**src/sv/sbgfe_pkg.sv**
```systemverilog
// Package for the seven-bit group frame encoder.
// Field widths, group constants and the result entry type; no dependencies.
`default_nettype none

package sbgfe_pkg;

  localparam int unsigned LEN_W           = 11;
  localparam int unsigned BYTE_W          = 8;
  localparam int unsigned OUT_W           = 7;
  localparam int unsigned PRE_W           = 16;
  localparam int unsigned GROUP_LEN       = 7;
  localparam int unsigned MAX_RES         = 4;
  localparam int unsigned RES_IDX_W       = 2;
  localparam int unsigned RES_CNT_W       = 3;
  localparam int unsigned DEF_MAX_PAYLOAD = 1024;

  typedef struct packed {
    logic [OUT_W-1:0] out_byte;
    logic             is_flag;
    logic             run_last;
    logic             frame_end;
  } result_t;

endpackage

`default_nettype wire

```
**src/sv/seven_bit_group_frame_encoder_unit.sv**
```systemverilog
// Seven-bit group frame encoder, top level.
// Input register, single-pass encode logic and a four-entry result buffer.
// Depends on sbgfe_pkg.
// Input channel (in_valid_i / in_stall_o): one payload byte per transaction;
//   payload_len_i is used only on the first byte of a frame.
// Output channel (out_valid_o / out_stall_i): one encoded byte per transaction:
//   the two length prefix bytes, the data bytes and a flag byte after every
//   group of seven and after the final partial group.
// A transaction is taken at a rising edge with valid high and stall low.
// The accepted byte waits in the input register until the result buffer can
//   take it; it is then encoded and its results are written to the buffer.
// Throughput: each input byte yields 1 to 4 results and, while out_stall_i is
//   low, one result moves per cycle: 3 or 4 results for the first byte of a
//   frame, 2 when it closes a group or the frame, 1 otherwise. The next byte
//   is encoded in the cycle the last pending result is taken; bytes stream back to back.
// Reset: rst_ni clears the frame state and both valid flags; the first byte
//   after reset starts a new frame.
// Receiver stall: results hold in the buffer; once the input register is
//   full in_stall_o rises until the buffer drains.
`default_nettype none

module seven_bit_group_frame_encoder_unit
  import sbgfe_pkg::*;
#(
  parameter int unsigned MAX_PAYLOAD = DEF_MAX_PAYLOAD
) (
  input  wire logic              clk_i,
  input  wire logic              rst_ni,
  input  wire logic              in_valid_i,
  output logic                   in_stall_o,
  input  wire logic [LEN_W-1:0]  payload_len_i,
  input  wire logic [BYTE_W-1:0] data_byte_i,
  output logic                   out_valid_o,
  input  wire logic              out_stall_i,
  output logic [OUT_W-1:0]       out_byte_o,
  output logic                   is_flag_o,
  output logic                   run_last_o,
  output logic                   frame_end_o
);

  localparam int unsigned LW   = $clog2(MAX_PAYLOAD + 1);
  localparam int unsigned CW   = (LW > LEN_W) ? LW : LEN_W;
  localparam int unsigned XW   = $clog2(MAX_PAYLOAD + 9);
  localparam int unsigned SH   = XW + 3;
  localparam int unsigned MW   = SH - 2;
  localparam int unsigned PRW  = XW + MW;
  localparam logic [MW-1:0] M_RECIP = MW'((2 ** SH + GROUP_LEN - 1) / GROUP_LEN);
  localparam logic [2:0]    GP_LAST  = 3'(GROUP_LEN - 1);
  localparam logic [2:0]    GP_FIRST = 3'd3;

  // input register
  logic              in_valid_q, in_valid_d;
  logic [LEN_W-1:0]  len_q;
  logic [BYTE_W-1:0] data_q;

  // frame state
  logic [LW-1:0]     bytes_left_q, bytes_left_d;
  logic [2:0]        group_pos_q, group_pos_d;
  logic [OUT_W-1:0]  top_bits_q, top_bits_d;

  // result buffer
  result_t              buf_q [MAX_RES];
  result_t              res   [MAX_RES];
  logic [RES_CNT_W-1:0] cnt_q, cnt_d, res_cnt;
  logic [RES_IDX_W-1:0] rd_q, rd_d;

  logic in_accept, out_take, load;

  // length prefix
  logic [CW-1:0]    len_ext, len_cl;
  logic [XW-1:0]    total, total_rnd, quot;
  logic [PRW-1:0]   prod;
  logic [XW:0]      enc;
  logic [PRE_W-1:0] pre;

  // per-byte work
  logic             first_byte, last_byte, full_grp;
  logic [OUT_W-1:0] tb_first, tb_next;

  assign out_valid_o = (cnt_q != '0);
  assign out_take    = out_valid_o && !out_stall_i;
  assign load        = in_valid_q &&
                       ((cnt_q == '0) || ((cnt_q == RES_CNT_W'(1)) && out_take));
  assign in_stall_o  = in_valid_q && !load;
  assign in_accept   = in_valid_i && !in_stall_o;

  assign out_byte_o  = buf_q[rd_q].out_byte;
  assign is_flag_o   = buf_q[rd_q].is_flag;
  assign run_last_o  = buf_q[rd_q].run_last;
  assign frame_end_o = buf_q[rd_q].frame_end;

  // encoded length = total + ceil(total / 7), via reciprocal multiply
  always_comb begin
    len_ext = CW'(len_q);
    if (len_ext == '0) begin
      len_cl = CW'(1);
    end else if (len_ext > CW'(MAX_PAYLOAD)) begin
      len_cl = CW'(MAX_PAYLOAD);
    end else begin
      len_cl = len_ext;
    end
    total     = XW'(len_cl) + XW'(2);
    total_rnd = total + XW'(GROUP_LEN - 1);
    prod      = PRW'(total_rnd) * PRW'(M_RECIP);
    quot      = XW'(prod >> SH);
    enc       = {1'b0, total} + {1'b0, quot};
    pre       = PRE_W'(enc) - PRE_W'(2);
  end

  always_comb begin
    first_byte = (bytes_left_q == '0);
    last_byte  = first_byte ? (len_cl == CW'(1)) : (bytes_left_q == LW'(1));
    full_grp   = (group_pos_q == GP_LAST);
    tb_first   = {4'b0, data_q[BYTE_W-1], pre[PRE_W-1], pre[BYTE_W-1]};
    tb_next    = top_bits_q | (OUT_W'(data_q[BYTE_W-1]) << group_pos_q);

    for (int i = 0; i < MAX_RES; i++) begin
      res[i] = '0;
    end

    if (first_byte) begin
      res[0].out_byte  = pre[OUT_W-1:0];
      res[1].out_byte  = pre[BYTE_W +: OUT_W];
      res[2].out_byte  = data_q[OUT_W-1:0];
      res[3].out_byte  = tb_first;
      res[3].is_flag   = 1'b1;
      res[3].run_last  = 1'b1;
      res[3].frame_end = 1'b1;
      res[2].run_last  = !last_byte;
      res_cnt          = last_byte ? RES_CNT_W'(4) : RES_CNT_W'(3);
      bytes_left_d     = LW'(len_cl) - LW'(1);
      group_pos_d      = last_byte ? 3'd0 : GP_FIRST;
      top_bits_d       = last_byte ? '0 : tb_first;
    end else begin
      res[0].out_byte  = data_q[OUT_W-1:0];
      res[0].run_last  = !(full_grp || last_byte);
      res[1].out_byte  = tb_next;
      res[1].is_flag   = 1'b1;
      res[1].run_last  = 1'b1;
      res[1].frame_end = last_byte;
      res_cnt          = (full_grp || last_byte) ? RES_CNT_W'(2) : RES_CNT_W'(1);
      bytes_left_d     = bytes_left_q - LW'(1);
      group_pos_d      = (full_grp || last_byte) ? 3'd0 : group_pos_q + 3'd1;
      top_bits_d       = (full_grp || last_byte) ? '0 : tb_next;
    end
  end

  always_comb begin
    in_valid_d = in_valid_q;
    if (in_accept) begin
      in_valid_d = 1'b1;
    end else if (load) begin
      in_valid_d = 1'b0;
    end
    cnt_d = cnt_q;
    rd_d  = rd_q;
    if (load) begin
      cnt_d = res_cnt;
      rd_d  = '0;
    end else if (out_take) begin
      cnt_d = cnt_q - RES_CNT_W'(1);
      rd_d  = rd_q + RES_IDX_W'(1);
    end
  end

  always_ff @(posedge clk_i or negedge rst_ni) begin
    if (!rst_ni) begin
      in_valid_q   <= 1'b0;
      cnt_q        <= '0;
      rd_q         <= '0;
      bytes_left_q <= '0;
      group_pos_q  <= '0;
      top_bits_q   <= '0;
    end else begin
      in_valid_q <= in_valid_d;
      cnt_q      <= cnt_d;
      rd_q       <= rd_d;
      if (load) begin
        bytes_left_q <= bytes_left_d;
        group_pos_q  <= group_pos_d;
        top_bits_q   <= top_bits_d;
      end
    end
  end

  always_ff @(posedge clk_i) begin
    if (in_accept) begin
      len_q  <= payload_len_i;
      data_q <= data_byte_i;
    end
    if (load) begin
      for (int i = 0; i < MAX_RES; i++) begin
        buf_q[i] <= res[i];
      end
    end
  end

`ifndef SYNTHESIS
  a_cnt_range: assert property (@(posedge clk_i) disable iff (!rst_ni)
    cnt_q <= RES_CNT_W'(MAX_RES))
    else $error("result count out of range");

  a_frame_end_flag: assert property (@(posedge clk_i) disable iff (!rst_ni)
    out_valid_o && frame_end_o |-> is_flag_o && run_last_o)
    else $error("frame end not on a closing flag byte");

  a_more_pending: assert property (@(posedge clk_i) disable iff (!rst_ni)
    out_valid_o && !run_last_o |-> cnt_q > RES_CNT_W'(1))
    else $error("non-final result without successor in buffer");

  a_load_fills: assert property (@(posedge clk_i) disable iff (!rst_ni)
    load |=> out_valid_o && rd_q == '0)
    else $error("load left the buffer empty");
`endif

endmodule

`default_nettype wire

```
**config.mk**
```make
export PLATFORM = sky130hd
export DESIGN_NAME = seven_bit_group_frame_encoder_unit
export DESIGN_NICKNAME = d
export VERILOG_FILES = /design/src/sv/sbgfe_pkg.sv /design/src/sv/seven_bit_group_frame_encoder_unit.sv
export SDC_FILE = /design/constraint.sdc
export NUM_CORES = 1
export LEC_CHECK = 0
export CORE_MARGIN = 2
export CORE_UTILIZATION = 55
export DETAILED_ROUTE_END_ITERATION = 12
export DONT_BUFFER_PORTS = 1
export GPL_ROUTABILITY_DRIVEN = 0
export PLACE_DENSITY_LB_ADDON = 0.25
export RECOVER_POWER = 100
export SYNTH_ARGS = -nofsm -noshare
export SYNTH_HDL_FRONTEND = slang
export SYNTH_SLANG_ARGS = --single-unit
```
**constraint.sdc**
```tcl
create_clock -name clk_i -period 7.2 [get_ports clk_i]
set_clock_uncertainty 0.2 [all_clocks]
set_input_delay 1.44 -clock clk_i [delete_from_list [all_inputs] [get_ports clk_i]]
set_output_delay 1.44 -clock clk_i [all_outputs]
set_load 0.1 [all_outputs]
```
* After elaboration in Yosys (flattened, before gate mapping)
Memories as Yosys holds them, arrays and structs flattened.
Index checks and enable logic that the tools add are counted.
** Storage, ports and cells
- Output and inout bits :: 12
- Bits in registers :: 46
- Logic and storage cells :: 72
- Memories :: 1
- Bits in writable memories :: 40
- Latch bits :: 0
- Bits in read-only memories :: 0
** Memories
- buf_q :: depth 4, width 10, read ports 1, clocked after Yosys merged registers in 0, write ports 4, RTL line seven_bit_group_frame_encoder_unit.sv:62 : result_t buf_q [MAX_RES];
** Cells by class
- $mul :: 1
- Reductions and logical operators :: 18
- Multiplexer cells :: 28
- Add/sub/neg operators :: 9
- Equal/unequal tests :: 4
- Divide/modulo/power cells :: 0
- Bitwise logic cells :: 1
- Shift-type cells :: 1
- $lt $le $gt $ge :: 1
** Operator list (number)
- $mux W7 :: 5
- $mux W11 :: 3
- $mux W3 :: 8
- $mul A11 B12 Y23 const B :: 1
- $eq A11 B1 Y1 const B :: 2
- $logic_not A11 Y1 :: 2
- $sub A11 B1 Y11 const B :: 2
- $sub A12 B2 Y13 const B :: 1
- $add A11 B9 Y12 :: 1
- $add A11 B2 Y11 const B :: 1
- $add A11 B3 Y11 const B :: 1
- $gt A11 B11 Y1 const B :: 1
- $mux W2 :: 4
- $mux W1 :: 7
- $or A7 B7 Y7 :: 1
- $shl A1 B3 Y7 :: 1
- $mux W6 :: 1
- $logic_and A1 B1 Y1 :: 5
- $logic_not A1 Y1 :: 5
- $reduce_bool A2 Y1 :: 2
- $add A3 B1 Y3 const B :: 1
- $eq A3 B1 Y1 const B :: 1
- $eq A3 B3 Y1 const B :: 1
- $logic_not A3 Y1 :: 1
- 4 further kinds :: 5

* Longest topological paths before layout
- Depth after elaboration :: 10
- Gate-level depth with buffers :: 34

* Worst setup path before layout
OpenSTA, ideal clock, no wires.
- Path kind :: reg2reg
- Start :: register len_q[10], in the netlist len_ext[10]
- End :: memory buf_q[1][6] (netlist bit), data pin
- Buffers on the path :: 1
- Arrival :: 7.045 ns
- Slack :: -0.313 ns
- Cell stages (with the launch flop) :: 32
- Setup time :: 0.269 ns
- Period minus slack after synthesis :: 7.513 ns
- Path through :: edfxtp_1 -> inv_1 -> clkbuf_1 -> nand2_1 -> inv_1 -> ha_1 -> nand2_1 -> xor2_1 -> a2111oi_4 -> nand3b_1 -> xor2_1 -> ha_1 -> inv_1 -> fa_1 -> fa_1 -> inv_1 -> fa_1 -> ha_1 -> ha_1 -> or3_1 -> o211ai_1 -> o21ai_1 -> xor2_1 -> ha_1 -> ha_1 -> fa_1 -> a211oi_1 -> o21ai_0 -> a311oi_1 -> xnor2_1 -> nand2_1 -> o21ai_0
** RTL lines
- from (decl) :: RTL line seven_bit_group_frame_encoder_unit.sv:53 : logic [LEN_W-1:0] len_q;
- from (signal assigned) :: RTL line seven_bit_group_frame_encoder_unit.sv:188 : len_q <= payload_len_i;
- to (decl) :: RTL line seven_bit_group_frame_encoder_unit.sv:62

==> summary by stage <==
Critical path
The arrival time reported for the critical path endpoint is 7.34 ns. STA classifies the critical path startpoint as a flip-flop. Data on the critical path is required at its endpoint by approximately 7.1 ns.

The class of the most critical setup path is reg2reg. The depth of the worst register-to-register path is 30. The largest driver fanout on the critical path is 4.

The worst register-to-register path begins at len_ext[5]. For flop-to-flop paths, the worst setup slack is -0.25 ns. The slowest stage of the critical path is the sky130_fd_sc_hd__fa_2 cell.

The largest single stage delay on the critical path is approximately 0.60 ns. STA classifies the critical path endpoint as a flip-flop. The reg-to-reg endpoint is buf_q[1][8].

Hold path
The path with the worst hold slack has its endpoint at top_bits_q[2]. The startpoint of the most critical hold path is top_bits_q[2]. The number of cells on the worst hold path is 2. The worst hold path belongs to the class reg2reg.

Die
The core region is roughly 0.011 sq mm. The width of the die is ~110 um. The count of pins on the block boundary is 35. In this run the core area contains 39 standard-cell rows.

The die height is between 100 and 150 um. The floorplan step defined a die boundary enclosing ~0.013 sq mm. Once the floorplan was initialized, standard cells occupied between 50% and 60% of the core.

CTS
The clock sink count is 75. The clock-pin slew of the registers on the worst-case setup and hold paths is 0.06 ns. In this run the deepest clock path goes through 2 buffers. TritonCTS built the clock tree. The CTS H-tree depth is 3.

The hold buffer count at cts is 0. The CTS root buffer is sky130_fd_sc_hd__clkbuf_16. For the worst-skew pair, the clock arrives at the later sink with an insertion delay of roughly 0.34 ns. The TritonCTS buffer count is 9.

Route
After the first detailed-routing iteration, the DRC count stood at approximately 320. The final wirelength is 15800 um. The first-pass iteration count of the detailed router is 5. In the routed design, unresolved DRC markers number 0. The antenna violation net count after detailed routing is 0. The vias after detailed routing is 5290. In the final routed layout, each cell accounts on average for between 15 and 20 um. The ratio of routed vias to standard cells is around 6.

Logic synthesis
Synthesis inferred 75 register bits. The netlist uses 57 different library cells. When the netlist entered floorplanning its net count stood at between 800 and 900.

The synthesized area per cell is approximately 9.5 sq um. The count of synthesis-stage warnings from yosys is 0. The combined area of all synthesized cells is 0.00645 sq mm. Summing the sequential cell areas from Yosys gives approximately 33% of the chip area. The synthesized design contains 48 enable-type register cells. The instance count of the mapped netlist is 678. The dominant register cell in the synthesized netlist is sky130_fd_sc_hd__edfxtp_1. After synthesis, the share of flip-flops with an asynchronous set or reset is around 36%.

Outcome
The checks that failed: max-capacitance violations, max-slew violations, negative setup slack. The flow ran to the end, but the final reports show violations.

Timing
In this run the tightest slew margin relative to its limit is -34.6%. The final max-slew violation count is between 40 and 50. The routed design could run at a clock period as short as roughly 7.5 ns. The final worst setup slack is -0.254 ns. At the pin with the least slew margin, the transition time is roughly 2.0 ns. The number of hold violations in the final report is 0. Setup violations remaining at the end of the flow were counted as 12. The final period utilization is 104%.

Timing would allow up to 134 MHz. Setup repair after global routing could not meet its margin everywhere.

GRT
The number of global-route vias before repair is between 5k and 6k. The global-route wire length before repair is between 20000 and 30000 um. The global-route congestion overflow total is 0. The overall global routing resource usage is 24.9%.

The number of antenna violations at the first check in global routing came to 0. Entering global routing, the biggest net connects between 40 and 50 pins.

Run
The count of maximum capacitance violations is 1.

Layout
Leaving out fill and tap cells, the most frequent cells in the layout are sky130_fd_sc_hd__ha_1, sky130_fd_sc_hd__inv_1, sky130_fd_sc_hd__buf_4. Leaving out fill and tap cells, the most frequent cell in the layout is sky130_fd_sc_hd__ha_1. In the final design database the tool counted 875 nets. Counting the fill cells in the layout gives about 860. The number of antenna diodes in the final layout is 0. Cells with a size suffix above 1 make up between 20% and 30% of the layout. The non-filler instance count after layout is ~890. The area overhead of the layout relative to synthesis is 21.3%.

Place
In this run the tool buffered the top-level ports with 0 buffer cells. The total instance count after detailed placement is roughly 860. The detailed placement HPWL is about 11000 um.
## cell usage after synthesis (all sizes together) (3+ instances only)
cell	count	area, sq um
mux2i	10	100
dfrtp	27	676
a21o	10	75.1
o31ai	4	30.0
mux4	3	67.6
nand4	9	56.3
a211oi	8	60.1
o31a	3	26.3
buf	5	28.8
edfxtp	48	1440
and3	14	87.6
clkbuf	13	48.8
nand2b	4	25.0
a21oi	35	175
nand2	58	218
nor2b	10	62.6
and2	3	18.8
fa	16	320
o22ai	3	18.8
inv	76	285
nor3	23	115
xnor2	21	184
or3	7	43.8
nor2	43	161
xor2	16	140
mux2	3	33.8
o21bai	5	37.5
nand3	11	55.1
o21ai	45	233
nand3b	3	22.5
a311oi	4	35.0
a31oi	9	56.3
ha	99	1240
o211ai	5	37.5
nor4	3	18.8
## kinds of logic (layout without fill, tap and decap cells)
group / Yosys count / after routing / share of synthesized area, %
and+or+nand+nor: 194 / 194 / 14.5
AOI/OAI and AO/OA: 147 / 147 / 14.7
adders and majority gates: 115 / 115 / 24.2
buffers and inverters: 94 / 158 / 5.63
DFF: 75 / 75 / 32.8
xor gates and xnor gates: 37 / 37 / 5.02
muxes: 16 / 16 / 3.12
## worst max-delay path: cells and delay by family (launching register included)
| kind | cells | cell delay [ns] |
|---|---|---|
| xor gates and xnor gates | 2 | 0.38 |
| buffers and inverters | 5 | 0.51 |
| DFF | 1 | 0.39 |
| AOI/OAI and AO/OA | 6 | 1.11 |
| and+or+nand+nor | 9 | 1.73 |
| adders and majority gates | 8 | 2.87 |
## flip-flops by register name, summed over array words and instances, names as in the netlist
| name | flops |
|---|---|
| top_bits_q | 7 |
| group_pos_q | 3 |
| cnt_q | 3 |
| in_valid_q | 1 |
| buf_q | 29 |
| len_ext | 11 |
| data_q | 8 |
| rd_q | 2 |
| bytes_left_q | 11 |
## cell type report
class                           instances  area (sq um)  area share (%)
Multi-Input combinational cell        509          4410            56.3
Sequential cell                        75          2120            27.1
Timing Repair Buffer                   66           504            6.44
Inverter                               76           285            3.65
Clock buffer                            9           225            2.88
Tap cell                              143           179            2.29
Clock inverter                          7           106            1.36
## metal layers
metal  up-vias  part of all wire [%]  track usage, %
li1       2544                     -               -
met1      2562                    43            30.5
met2       148                    51            44.1
met3        36                   4.0            4.70
met4         0                   2.4            8.86
met5         -                     0               0
## repair_timing
action | CTS | global route
buffers inserted | 4 | 4
gates cloned | 0 | 0
gates resized for setup | 22 | 63
setup endpoints to repair | 13 | 14
pin swaps | 21 | 69
## worst max path at each step
stage | startpoint | to | slack (ns) | cells past startpoint
floorplan | len_ext[2] | buf_q[1][8] | -0.02 | 29
global placement | len_ext[2] | buf_q[1][6] | -0.12 | 29
detailed placement | len_ext[2] | buf_q[1][6] | -0.36 | 29
CTS | len_ext[4] | top_bits_q[0] | 0.02 | 30
global route | len_ext[5] | buf_q[1][6] | -0.49 | 29
finish | len_ext[5] | buf_q[1][8] | -0.25 | 30
## stage by stage
| stage | utilization [%] | instance area, sq um | hold slack (ns) | setup slack, ns | setup TNS [ns] |
|---|---|---|---|---|---|
| 2_1_floorplan | - | 6470 | 0.249 | -0.0179 | -0.0493 |
| 3_3_place_gp | 61.6 | 7030 | 0.260 | -0.120 | -0.442 |
| 3_5_place_dp | 61.6 | 7030 | 0.268 | -0.357 | -2.99 |
| 4_1_cts | 66.1 | 7550 | 0.282 | 0.0189 | 0 |
| 5_1_grt | 68.5 | 7830 | 0.311 | -0.492 | -5.11 |
| 6_report | 68.5 | 7830 | 0.292 | -0.254 | -1.87 |
Power is not shown: default switching activity piles up to over one toggle a cycle in this logic, so the estimate is an artifact.
